File: config.mk
export PLATFORM = sky130hd
export DESIGN_NAME = length_prefixed_byte_stuffing_framer_top
export DESIGN_NICKNAME = d
export VERILOG_FILES = /design/src/rtl/lpbs_pkg.sv /design/src/rtl/length_prefixed_byte_stuffing_framer_top.sv
export SDC_FILE = /design/constraint.sdc
export NUM_CORES = 1
export LEC_CHECK = 0
export BUFFER_PORTS_ARGS = -buffer_cell sky130_fd_sc_hd__buf_4
export CORE_MARGIN = 3
export CORE_UTILIZATION = 55
export DETAILED_ROUTE_END_ITERATION = 16
export PLACE_DENSITY = 0.75
export SLEW_MARGIN = 20
export SYNTH_ARGS = -nofsm -noshare
export SYNTH_HDL_FRONTEND = slang
export SYNTH_SLANG_ARGS = --single-unit
File: constraint.sdc
create_clock -name clock -period 4.35 [get_ports clock]
set_clock_uncertainty 0.05 [all_clocks]
set_input_delay 0.87 -clock clock [delete_from_list [all_inputs] [get_ports clock]]
set_output_delay 0.87 -clock clock [all_outputs]
set_load 0.05 [all_outputs]
File: src/rtl/lpbs_pkg.sv
`timescale 1ns / 1ps
// ----------------------------------------------------------------------------
// lpbs_pkg
// shared types and constants of the length-prefixed byte stuffing framer
// ----------------------------------------------------------------------------
package lpbs_pkg;

   localparam logic [7:0] FLAG_BYTE = 8'h7E;
   localparam logic [7:0] ESC_BYTE  = 8'h7D;
   localparam logic [7:0] ESC_XOR   = 8'h20;

   localparam logic ACTION_START = 1'b0;
   localparam logic ACTION_DATA  = 1'b1;

   // longest run of line bytes caused by one item
   localparam int MAX_RUN   = 5;
   localparam int RUN_IDX_W = $clog2(MAX_RUN);

   typedef struct packed {
      logic        action;
      logic [7:0]  data_byte;
      logic [15:0] frame_length;
   } req_type;

   typedef struct packed {
      logic [7:0] out_byte;
      logic       last_of_run;
      logic       frame_end;
   } rsp_type;

   function automatic logic needs_escape(input logic [7:0] b);
      needs_escape = (b == FLAG_BYTE) || (b == ESC_BYTE);
   endfunction

endpackage

File: src/rtl/length_prefixed_byte_stuffing_framer_top.sv
`timescale 1ns / 1ps
// ----------------------------------------------------------------------------
// length_prefixed_byte_stuffing_framer_top
// turns frame-start and payload items into a stuffed byte stream
// ----------------------------------------------------------------------------
// usage:
//   req channel (req_valid / req_stall / req_data) takes one item per
//   handshake: a frame start carrying the 16-bit length, or a payload byte.
//   rsp channel (rsp_valid / rsp_stall / rsp_data) gives one line byte per
//   handshake with last_of_run on the final byte of an item and frame_end
//   on the byte completing the announced payload or an empty frame's length.
// order: an accepted item is first held in the run register; its bytes
//   then move to the rsp register, one byte per cycle while not stalled.
// pacing: an item causes 1 or 2 line bytes for a payload byte and 3 to 5
//   for a frame start; the single byte-wide rsp register passes them on
//   one at a time. the next item is taken in the cycle its predecessor's
//   last byte moves into the rsp register.
// reset: synchronous; empties the run register and the rsp register and
//   clears the count of payload bytes still owed.
// stall: a stalled rsp byte holds; the run register then holds too and
//   req_stall stays high until the run drains.
// ----------------------------------------------------------------------------
module length_prefixed_byte_stuffing_framer_top
   import lpbs_pkg::*;
(
   input  logic    clock,
   input  logic    reset,
   input  logic    req_valid,
   output logic    req_stall,
   input  req_type req_data,
   output logic    rsp_valid,
   input  logic    rsp_stall,
   output rsp_type rsp_data
);

   // run register: the expanded line bytes of the item in flight
   logic [7:0]           run_ff [MAX_RUN];
   logic [7:0]           run_in [MAX_RUN];
   logic [RUN_IDX_W-1:0] last_ff, last_in;   // index of the run's final byte
   logic [RUN_IDX_W-1:0] idx_ff;             // next byte to send
   logic                 end_ff, end_in;     // final byte closes the frame
   logic                 run_valid_ff;

   // payload bytes still owed in the current frame
   logic [15:0] remaining_ff, remaining_in;

   logic    rsp_valid_ff;
   rsp_type rsp_data_ff;

   logic accept;
   logic move;       // a byte of the run goes to the rsp register
   logic run_last;   // the byte at idx is the run's final one

   logic [7:0] hi_byte, lo_byte;
   logic       hi_esc, lo_esc;

   assign run_last  = (idx_ff == last_ff);
   assign move      = run_valid_ff && (!rsp_valid_ff || !rsp_stall);
   assign req_stall = run_valid_ff && !(move && run_last);
   assign accept    = req_valid && !req_stall;

   assign hi_byte = req_data.frame_length[15:8];
   assign lo_byte = req_data.frame_length[7:0];
   assign hi_esc  = needs_escape(hi_byte);
   assign lo_esc  = needs_escape(lo_byte);

   // expand the incoming item into its line bytes
   always_comb begin
      for (int i = 0; i < MAX_RUN; i++) begin
         run_in[i] = FLAG_BYTE;
      end
      last_in      = '0;
      end_in       = 1'b0;
      remaining_in = remaining_ff;
      if (req_data.action == ACTION_START) begin
         run_in[0] = FLAG_BYTE;
         case ({hi_esc, lo_esc})
            2'b00: begin
               run_in[1] = hi_byte;
               run_in[2] = lo_byte;
               last_in   = RUN_IDX_W'(2);
            end
            2'b01: begin
               run_in[1] = hi_byte;
               run_in[2] = ESC_BYTE;
               run_in[3] = lo_byte ^ ESC_XOR;
               last_in   = RUN_IDX_W'(3);
            end
            2'b10: begin
               run_in[1] = ESC_BYTE;
               run_in[2] = hi_byte ^ ESC_XOR;
               run_in[3] = lo_byte;
               last_in   = RUN_IDX_W'(3);
            end
            default: begin
               run_in[1] = ESC_BYTE;
               run_in[2] = hi_byte ^ ESC_XOR;
               run_in[3] = ESC_BYTE;
               run_in[4] = lo_byte ^ ESC_XOR;
               last_in   = RUN_IDX_W'(4);
            end
         endcase
         // empty frame ends on the length itself
         end_in       = (req_data.frame_length == 16'd0);
         remaining_in = req_data.frame_length;
      end else begin
         if (needs_escape(req_data.data_byte)) begin
            run_in[0] = ESC_BYTE;
            run_in[1] = req_data.data_byte ^ ESC_XOR;
            last_in   = RUN_IDX_W'(1);
         end else begin
            run_in[0] = req_data.data_byte;
         end
         // excess payload keeps the count at zero and never ends a frame
         if (remaining_ff != 16'd0) begin
            remaining_in = remaining_ff - 16'd1;
            end_in       = (remaining_ff == 16'd1);
         end
      end
   end

   // control registers
   always_ff @(posedge clock) begin
      if (reset) begin
         run_valid_ff <= 1'b0;
         rsp_valid_ff <= 1'b0;
         remaining_ff <= '0;
         idx_ff       <= '0;
      end else begin
         if (accept) begin
            run_valid_ff <= 1'b1;
            idx_ff       <= '0;
            remaining_ff <= remaining_in;
         end else if (move) begin
            if (run_last) begin
               run_valid_ff <= 1'b0;
            end else begin
               idx_ff <= idx_ff + RUN_IDX_W'(1);
            end
         end
         if (move) begin
            rsp_valid_ff <= 1'b1;
         end else if (!rsp_stall) begin
            rsp_valid_ff <= 1'b0;
         end
      end
   end

   // payload registers
   always_ff @(posedge clock) begin
      if (accept) begin
         run_ff  <= run_in;
         last_ff <= last_in;
         end_ff  <= end_in;
      end
      if (move) begin
         rsp_data_ff.out_byte    <= run_ff[idx_ff];
         rsp_data_ff.last_of_run <= run_last;
         rsp_data_ff.frame_end   <= run_last && end_ff;
      end
   end

   assign rsp_valid = rsp_valid_ff;
   assign rsp_data  = rsp_data_ff;

endmodule

**Word-level counts from Yosys, hierarchy flattened**

Index checks and enable logic that the tools add are counted.

- Register bits: 75
- Bits in latches: 0
- RAM bits: 0
- ROM bits: 0
- Output and inout port bits: 12
- Memories: 0

- Add/sub/neg operators: 2
- $mul: 0
- Divide/modulo/power cells: 0
- Order comparisons: 1
- Eq/ne operators: 12
- Shift-type cells: 0
- Muxes and demuxes: 20
- Bitwise gates (word level): 6
- Reduce and logical (&&, ||, !) cells: 25

Operators with widths:

| operator | number |
|---|---|
| $eq A8 B7 Y1 const B | 6 |
| $mux W16 | 2 |
| $mux W8 | 4 |
| $pmux W16 S2 | 1 |
| $bmux W8 S3 | 1 |
| $pmux W8 S3 | 1 |
| $eq A16 B1 Y1 const B | 1 |
| $logic_not A16 Y1 | 1 |
| $reduce_bool A16 Y1 | 1 |
| $sub A16 B1 Y16 const B | 1 |
| $mux W1 | 8 |
| $pmux W3 S2 | 1 |
| $reduce_and A2 Y1 | 3 |
| $reduce_or A2 Y1 | 3 |
| $logic_and A1 B1 Y1 | 5 |
| $not A1 Y1 | 5 |
| $ge A4 B4 Y1 const B | 1 |
| $logic_not A1 Y1 | 4 |
| $logic_or A1 B1 Y1 | 4 |
| $ne A2 B1 Y1 const B | 2 |
| $not A3 Y4 | 1 |
| $reduce_bool A2 Y1 | 2 |
| $reduce_or A4 Y1 | 1 |
| $add A3 B1 Y3 const B | 1 |
| other kinds (6) | 6 |

**Logic depth before layout (Yosys ltp)**

Gate-level depths: netlist of the first run.

- Depth after elaboration: 10
- Depth in mapped cells: 10
- Depth with buffers taken out: 8

**Worst setup path after synthesis of the first run**

Ideal clock, no wire load.

- Kind: input port to flip-flop
- Start: input req_data[9] (netlist bit)
- End: register run_ff[9] (netlist bit), data pin
- Arrival time: 2.828 ns
- Data required time: 4.008 ns
- Setup slack: 1.179 ns
- Cell stages on the path: 6
- Buffers on the path: 1
- Path through: xnor2_1 > or4b_2 > ha_1 > clkbuf_1 > nor4_1 > nor3_1

- Cells in the longest elaborated chain, start to end: 4

RTL lines:

| item | RTL line | RTL |
|---|---|---|
| start, declared | length_prefixed_byte_stuffing_framer_top.sv:30 | `input req_type req_data,` |
| $eq A8 B7 Y1 | lpbs_pkg.sv:32 | `needs_escape = (b == FLAG_BYTE) \|\| (b == ESC_BYTE);` |
| $logic_or A1 B1 Y1 * | lpbs_pkg.sv:32 |  |
| $eq A2 B2 Y1 (tied with other cells) | length_prefixed_byte_stuffing_framer_top.sv:77 | `case ({hi_esc, lo_esc})` |
| $pmux W8 S3 * | length_prefixed_byte_stuffing_framer_top.sv:77 |  |
| end signal, assigned | length_prefixed_byte_stuffing_framer_top.sv:152 | `run_ff <= run_in;` |
| end, declared | length_prefixed_byte_stuffing_framer_top.sv:37 | `logic [7:0] run_ff [MAX_RUN];` |

Every way passes the cells marked *; elsewhere a longest branch is shown, timed or not.
A chain may end at the register's enable or synchronous reset.

**Worst setup path after layout of the first run**

- Start: register idx_ff[2]
- End: output req_stall

- Cells in the longest elaborated chain, start to end: 4

RTL lines:

| item | RTL line | RTL |
|---|---|---|
| start, declared | length_prefixed_byte_stuffing_framer_top.sv:40 | `logic [RUN_IDX_W-1:0] idx_ff;` |
| start signal, assigned | length_prefixed_byte_stuffing_framer_top.sv:138 | `idx_ff <= idx_ff + RUN_IDX_W'(1);` |
| $eq A3 B3 Y1 | length_prefixed_byte_stuffing_framer_top.sv:57 | `assign run_last = (idx_ff == last_ff);` |
| via run_last | length_prefixed_byte_stuffing_framer_top.sv:52 | `logic run_last;` |
| $logic_and A1 B1 Y1 | length_prefixed_byte_stuffing_framer_top.sv:59 | `assign req_stall = run_valid_ff && !(move && run_last);` |
| $logic_not A1 Y1 | length_prefixed_byte_stuffing_framer_top.sv:59 |  |
| $logic_and A1 B1 Y1 | length_prefixed_byte_stuffing_framer_top.sv:59 |  |
| end, declared | length_prefixed_byte_stuffing_framer_top.sv:29 | `output logic req_stall,` |

The timed path passes the listed nets, and every way through them passes these cells.

==> results.yml, run 1 <==
logic_synthesis:
  ys.flop_type: "edfxtp_1"
  synth_cell_types: 57
  synth.area.top_cells: "edfxtp_1 (41%), dfxtp_1 (11%), mux2i_1 (5.3%)"
  synth-seq-area-share_pct: 51.3
  yosysTopAreaCellShare_pct: 40.7
  synth_edf_count: 54
  yosysMostFrequentCell: "edfxtp_1"
  syn_nets: 410
  yosysWarnings: 0
  yosysTopAreaCell: "edfxtp_1"
  ys_seq_elements: 75
  syn_area_sq_um: 3980
  synthArstFlopShare_pct: 0
  synth_commonest_cells: "edfxtp_1 (54), a21oi_1 (32), nor2_1 (26)"
  synthCells: 373
  postSynthAreaPerCell_sq_um: 10.7
floorplan:
  dieArea_sq_um: 8300
  floorplan.initialDensity_pct: 57.6
  num_rows: 30
  die_y_um: 91.1
  io_pins: 41
  core_area_sq_um: 6910
  die_w_um: 91.1
cts:
  clkLatencyLatePin_ns: 0.34
  post-cts-setup-buffer-count: 0
  cts.hold.buffers_added: 0
  cts_tree: "done"
  cts_sinks: 75
  cts_htree_levels: 3
  cts_max_path_buffers: 2
  cts_resized: 0
  cts_root_buffer: "clkbuf_8"
  cts_inserted_buffers: 9
  path_clk_slew_ns: 0.07
worst_setup_path:
  criticalPathCategory: "reg2out"
  rr_startpoint: "idx_ff[2]$_SDFFE_PP0P_"
  r2r_slack_ns: 1.43
  max_stage_delay_ns: 0.77
  required_ns: 3.43
  crit_chain: "xor2_1, nor3_4, a21boi_0, buf_4"
  cp-end-kind: "output pin"
  r2r-end: "run_ff[11]$_SDFFCE_PP1P_"
  reg2reg_depth: 5
  cp_slowest_cell: "dfxtp_1"
  critPathMaxFanout: 12
  arrival_ns: 2.05
  critPathLaunchType: "flip-flop"
timing:
  fmax_ghz: 0.337
  hold_viol: 0
  drv_slew: 0
  relSlewSlack_pct: 48.6
  rsz0062_at_grt: "false"
  final.min_clock_period_ns: 2.97
  fin_setup_tns_ns: 0
  worst_slew_pin_slew_ns: 0.760
  finalSetupViolCount: 0
  fin_crit_sh_pct: 68.2
pwr:
  p_sw_mw: 0.524
  p_int_mw: 1.29
  share_comb_of_total_power_pct: 20.6
  power_frac_clock_pct: 32.1
  irDropWorstVdd_mv: 0.197
  switching_share_pct: 28.9
  seq_power_share_pct: 47.3
  p_per_area_nw_per_um2: 401
  p_leak_nw: 1.61
final_layout:
  finalNonFillerCells: 505
  multi_input_area_sq_um: 1780
  nets: 441
  antennaDiodeCount: 0
  syn_to_final_growth_pct: 13.8
  area.sequential_sq_um: 2040
  design_area_sq_um: 4530
  fillerInstances: 572
  layout-drive-gt1-share_pct: 18.8
hold_path:
  min_to: "remaining_ff[14]$_SDFFE_PP0P_"
  whs_path_depth: 2
  min_path_type: "reg2reg"
  min_from: "remaining_ff[14]$_SDFFE_PP0P_"
grt:
  antenna_found_initial: 0
  track_usage_pct: 22.5
  grt_max_degree: 41
  overflow: 0
  grt_pass1_vias: 2839
  grt_pass1_wl_um: 14600
detailed_routing:
  wl_per_cell_um: 17.9
  drt_first_iter_violations: 357
  drt-pass1-iter-count: 7
  routed_wl_um: 9040
  routed-via-count: 3046
  ant_nets: 0
  route.detailed.drc: 0
  drt-vias-per-instance: 6.03
run:
  maxCapViolations: 0
placed_design:
  dp_cells: 489
  gp_congestion: 0.869
  post_dp_cell_area_sq_um: 4310
  port_buffers: 40
  dpl.hpwl_um: 6290
status:
  outcome: "complete, no violations"
-- cell families (layout without fill, tap and decap cells) --
kind of cell / Yosys count / in the layout / share of synthesized area [%]
AO/OA/AOI/OAI: 95 / 95 / 16.1
XOR/XNOR: 8 / 8 / 1.95
adder cells (fa/ha/maj): 8 / 8 / 2.51
buffers and inverters: 35 / 71 / 4.02
flip-flops: 75 / 75 / 51.3
multiplexers: 23 / 23 / 5.85
AND/OR/NAND/NOR: 129 / 129 / 18.3
-- layer usage --
metal  track usage, %  vias up  part of all wire [%]
li1                 -     1458                     -
met1             31.3     1429                    43
met2             35.3      142                    48
met3             4.23       17                   7.5
met4             8.29        0                   1.9
met5                0        -                     0
-- critical path: cells and delay by family, from the launching register on --
| kind | cells | cell delay, ns |
|---|---|---|
| buf+inv | 1 | 0.22 |
| compound gates | 1 | 0.19 |
| xor+xnor | 1 | 0.20 |
| flops | 1 | 0.77 |
| simple gates | 1 | 0.32 |
-- state kept, by name (all words and copies together) (netlist names) --
name          flops
end_ff            1
idx_ff            3
last_ff           3
remaining_ff     16
rsp_data         10
rsp_valid         1
run_ff           40
run_valid_ff      1
-- worst max path at each step --
stage                     cells past startpoint  slack [ns]                            end                   start
final                                         4        1.38                      req_stall  idx_ff[2]$_SDFFE_PP0P_
after global routing                          7        1.20  remaining_ff[11]$_SDFFE_PP0P_  idx_ff[2]$_SDFFE_PP0P_
after CTS                                     4        1.34                      req_stall  idx_ff[2]$_SDFFE_PP0P_
after detailed placement                      7        1.13       run_ff[12]$_SDFFCE_PP1P_             req_data[7]
after global placement                        6        1.18       run_ff[11]$_SDFFCE_PP1P_             req_data[8]
after floorplan                               6        1.18        run_ff[9]$_SDFFCE_PP1P_             req_data[9]
-- per-stage QoR --
| stage | worst slack, ns | hold slack (ns) | utilization (%) | total power [mW] |
|---|---|---|---|---|
| after floorplan | 1.18 | 0.406 | - | 1.15 |
| after detailed placement | 1.13 | 0.436 | 62.4 | 1.24 |
| final | 1.38 | 0.453 | 65.6 | 1.82 |
| after global routing | 1.20 | 0.477 | 65.6 | 1.89 |
| after CTS | 1.34 | 0.447 | 65.6 | 1.82 |
| after global placement | 1.18 | 0.426 | 62.4 | 1.24 |
-- area by class of cell --
type | instances | share of cell area (%)
Clock buffer | 13 | 3.98
Clock inverter | 3 | 0.939
Inverter | 12 | 0.994
Multi-Input combinational cell | 263 | 39.3
Sequential cell | 75 | 45.1
Tap cell | 96 | 2.65
Timing Repair Buffer | 43 | 7.12
-- placed cells by master, fill, tap and decap left out, types with 3 or more instances in the layout --
cell type and n:
dfxtp_1 21, o21a_1 4, a211oi_1 4, nor3_1 12, nand2b_1 13, nor2b_1 5, inv_1 10, o31a_1 3
or2_2 6, nand2_1 20, mux2i_1 21, buf_4 43, o31ai_1 11, a21o_1 5, or3_1 3, ha_1 8
o21ai_0 8, nor4_1 6, nand3_1 13, and2_1 5, o22ai_1 9, nor2_1 26, nand4_1 4, edfxtp_1 54
xnor2_1 5, clkbuf_8 11, o2bb2ai_1 6, a21oi_1 32
-- power groups by stage --
stage	sequential, mW	combinational, mW	clock (mW)
5_1_grt	0.865	0.409	0.616
3_3_place_gp	0.873	0.366	0
3_5_place_dp	0.874	0.371	0
4_1_cts	0.859	0.372	0.587
6_report	0.859	0.374	0.582
2_1_floorplan	0.894	0.252	0
Note: power is estimated with default switching activity, not from simulation.
==> run 2, diff against run 1 <==
--- a/config.mk
+++ b/config.mk
@@ -5,6 +5,7 @@
 export SDC_FILE = /design/constraint.sdc
 export NUM_CORES = 1
 export LEC_CHECK = 0
+export ABC_AREA = 1
 export BUFFER_PORTS_ARGS = -buffer_cell sky130_fd_sc_hd__buf_4
 export CORE_MARGIN = 3
 export CORE_UTILIZATION = 55
==> constraint.sdc (replaced) <==
create_clock -name clock -period 2.8 [get_ports clock]
set_clock_uncertainty 0.05 [all_clocks]
set_input_delay 0.56 -clock clock [delete_from_list [all_inputs] [get_ports clock]]
set_output_delay 0.56 -clock clock [all_outputs]
set_load 0.05 [all_outputs]
==> run 2 against run 1 <==
Via count rose by 17%. Non-clock buffer count rose by 5. Critical endpoint is now run_ff[5]$_SDFFCE_PP1P_. Register-to-register slack got worse by 0.46 ns. Clock power rose by 49%. Sequential power rose by 54%. Hold slack got worse by 0.036 ns. Highest routed layer unchanged. Final cell count rose by 25%. Wire length rose by 8.2%.
==> results.yml, run 2 <==
worst_setup_path:
  critPathLaunchType: "primary input"
  cp_top_family: "simple AND/OR/NAND/NOR gates"
  crit_chain: "buf_4, inv_1, nand4_1, nor4_1, inv_1, ha_1, nor2_1, inv_1, nor3_2, nand2_1"
  arrival_ns: 2.35
  cp_slowest_cell: "nor3_2"
  critPathMaxFanout: 8
  cp-end-kind: "flip-flop"
  critPathMostFrequentCell: "inv_1"
  criticalPathCategory: "in2reg"
  required_ns: 2.83
  max_stage_delay_ns: 0.40
  path_buf_inv: 4
cts:
  cts.hold.buffers_added: 0
  cts_tree: "done"
  cts_inserted_buffers: 9
  path_clk_slew_ns: 0.08
  cts_htree_levels: 3
  cts_resized: 0
  cts_max_path_buffers: 2
  cts_root_buffer: "clkbuf_8"
  cts_sinks: 75
  post-cts-setup-buffer-count: 0
  clkLatencyLatePin_ns: 0.35
grt:
  grt_pass1_wl_um: 15800
  met3_usage_pct: 3.61
  grt_max_degree: 45
  met2_usage_pct: 35.3
  track_usage_pct: 24.2
  met1_usage_pct: 35.7
  overflow: 0
  grt_most_used_layer: "met1"
  antenna_found_initial: 0
  grt_pass1_vias: 3118
floorplan:
  core_area_sq_um: 6980
  floorplan.initialDensity_pct: 58.3
  die_w_um: 92
  die_y_um: 92
  dieArea_sq_um: 8460
  num_rows: 30
  io_pins: 41
detailed_routing:
  drt-pass1-iter-count: 6
  routed_wl_um: 9780
  drt-vias-per-instance: 5.65
  drt_first_iter_violations: 512
  route.detailed.drc: 0
  wl_per_cell_um: 15.5
  ant_nets: 0
  routed-via-count: 3554
logic_synthesis:
  yosysTopAreaCellShare_pct: 39.9
  ys.flop_type: "edfxtp_1"
  yosysTopAreaCell: "edfxtp_1"
  synth-seq-area-share_pct: 50.2
  syn_nets: 521
  synthCells: 484
  synth.area.top_cells: "edfxtp_1 (40%), nand2_1 (12%), dfxtp_1 (10%)"
  yosysMostFrequentCell: "nand2_1"
  syn_area_sq_um: 4070
  synth_cell_types: 43
  ys_seq_elements: 75
  synth_commonest_cells: "nand2_1 (133), inv_1 (59), edfxtp_1 (54)"
  synthArstFlopShare_pct: 0
  yosysWarnings: 0
  postSynthAreaPerCell_sq_um: 8.40
  synth_edf_count: 54
pwr:
  p_leak_nw: 2.00
  p_sw_mw: 0.852
  seq_power_share_pct: 48.1
  irDropWorstVdd_mv: 0.318
  switching_share_pct: 31.1
  p_per_area_nw_per_um2: 585
  share_comb_of_total_power_pct: 20.3
  p_int_mw: 1.89
  power_frac_clock_pct: 31.6
final_layout:
  largest_reg_flops: 40
  syn_to_final_growth_pct: 15.2
  area.sequential_sq_um: 2040
  final_cell_mix: "nand2_1 (133), inv_1 (59), edfxtp_1 (54)"
  top_register: "run_ff"
  fillerInstances: 596
  design_area_sq_um: 4680
  final_common_cell: "nand2_1"
  antennaDiodeCount: 0
  nets: 565
  layout-drive-gt1-share_pct: 15.9
  multi_input_area_sq_um: 1690
timing:
  finalSetupViolCount: 0
  final.min_clock_period_ns: 2.32
  worst_slew_pin_slew_ns: 0.611
  fin_setup_tns_ns: 0
  hold_viol: 0
  relSlewSlack_pct: 59.2
  fin_crit_sh_pct: 82.7
  fmax_ghz: 0.432
  drv_slew: 0
  rsz0062_at_grt: "false"
placed_design:
  port_buffers: 40
  gp_congestion: 1.02
  dpl.hpwl_um: 7190
  post_dp_cell_area_sq_um: 4480
status:
  outcome: "complete, no violations"
hold_path:
  min_path_type: "in2reg"
run:
  maxCapViolations: 0
==> run 2: cell count changes in the layout (fill, tap and decap cells not counted), moves of 13 or more <==
cell / change
inv_1: +49
mux2i_1: -21
nand2_1: +113
nand2b_1: -13
nor2_1: +19
o21ai_0: +14
==> run 2: logic make-up (layout without fill, tap and decap cells) <==
group | Yosys count | after routing | share of synthesized area, %
adder cells (fa/ha/maj) | 8 | 8 | 2.46
XOR/XNOR | 8 | 8 | 1.72
AND/OR/NAND/NOR | 223 | 223 | 23.8
AO/OA/AOI/OAI | 90 | 90 | 13.6
buffers and inverters | 80 | 129 | 8.21
flip-flops | 75 | 75 | 50.2
==> run 2: through the flow <==
stage	hold slack [ns]	instances	util (%)	setup slack (ns)	total power [mW]
floorplan	0.405	484	-	0.262	1.73
global placement	0.415	613	64.1	0.297	1.88
detailed placement	0.423	613	64.1	0.168	1.89
CTS	0.408	629	67.1	0.542	2.75
global route	0.413	629	67.1	0.246	2.88
finish	0.417	629	67.1	0.484	2.74
==> run 2: worst reg2reg max path, cell delays in order, from the launching register on <==
cell and delay, ns:
dfxtp_1 0.31, buf_4 0.18, xnor2_1 0.24, nand4_2 0.15
nand2_4 0.12, nand2_1 0.09, inv_1 0.11, buf_12 0.24
==> run 2: worst paths after layout <==
path,startpoint,to,slack (ns),cells past startpoint
setup / recovery,req_data[7],run_ff[5]$_SDFFCE_PP1P_,0.48,10
hold / removal,reset,remaining_ff[1]$_SDFFE_PP0P_,0.42,2
setup reg to reg,idx_ff[1]$_SDFFE_PP0P_,run_ff[39]$_SDFFCE_PP0P_,0.97,7
hold reg to reg,remaining_ff[14]$_SDFFE_PP0P_,remaining_ff[14]$_SDFFE_PP0P_,0.44,2
==> run 2: routing by layer <==
metal  vias to the layer above  wire [um]
li1                       1702          -
met1                      1617       4100
met2                       209       4430
met3                        26        946
met4                         0        295
met5                         -          0
==> run 2: area by class of cell <==
cell class,instances,share of cell area [%]
Timing Repair Buffer,48,7.96
Clock buffer,9,2.64
Sequential cell,75,43.6
Tap cell,96,2.56
Inverter,65,5.37
Multi-Input combinational cell,329,36.1
Clock inverter,7,1.76
==> run 2: power groups by stage <==
stage          combinational (mW)  sequential, mW  clock, mW
5_1_grt                     0.619            1.33      0.933
3_3_place_gp                0.540            1.34          0
2_1_floorplan               0.362            1.37          0
3_5_place_dp                0.551            1.34          0
4_1_cts                     0.553            1.32      0.879
6_report                    0.557            1.32      0.865
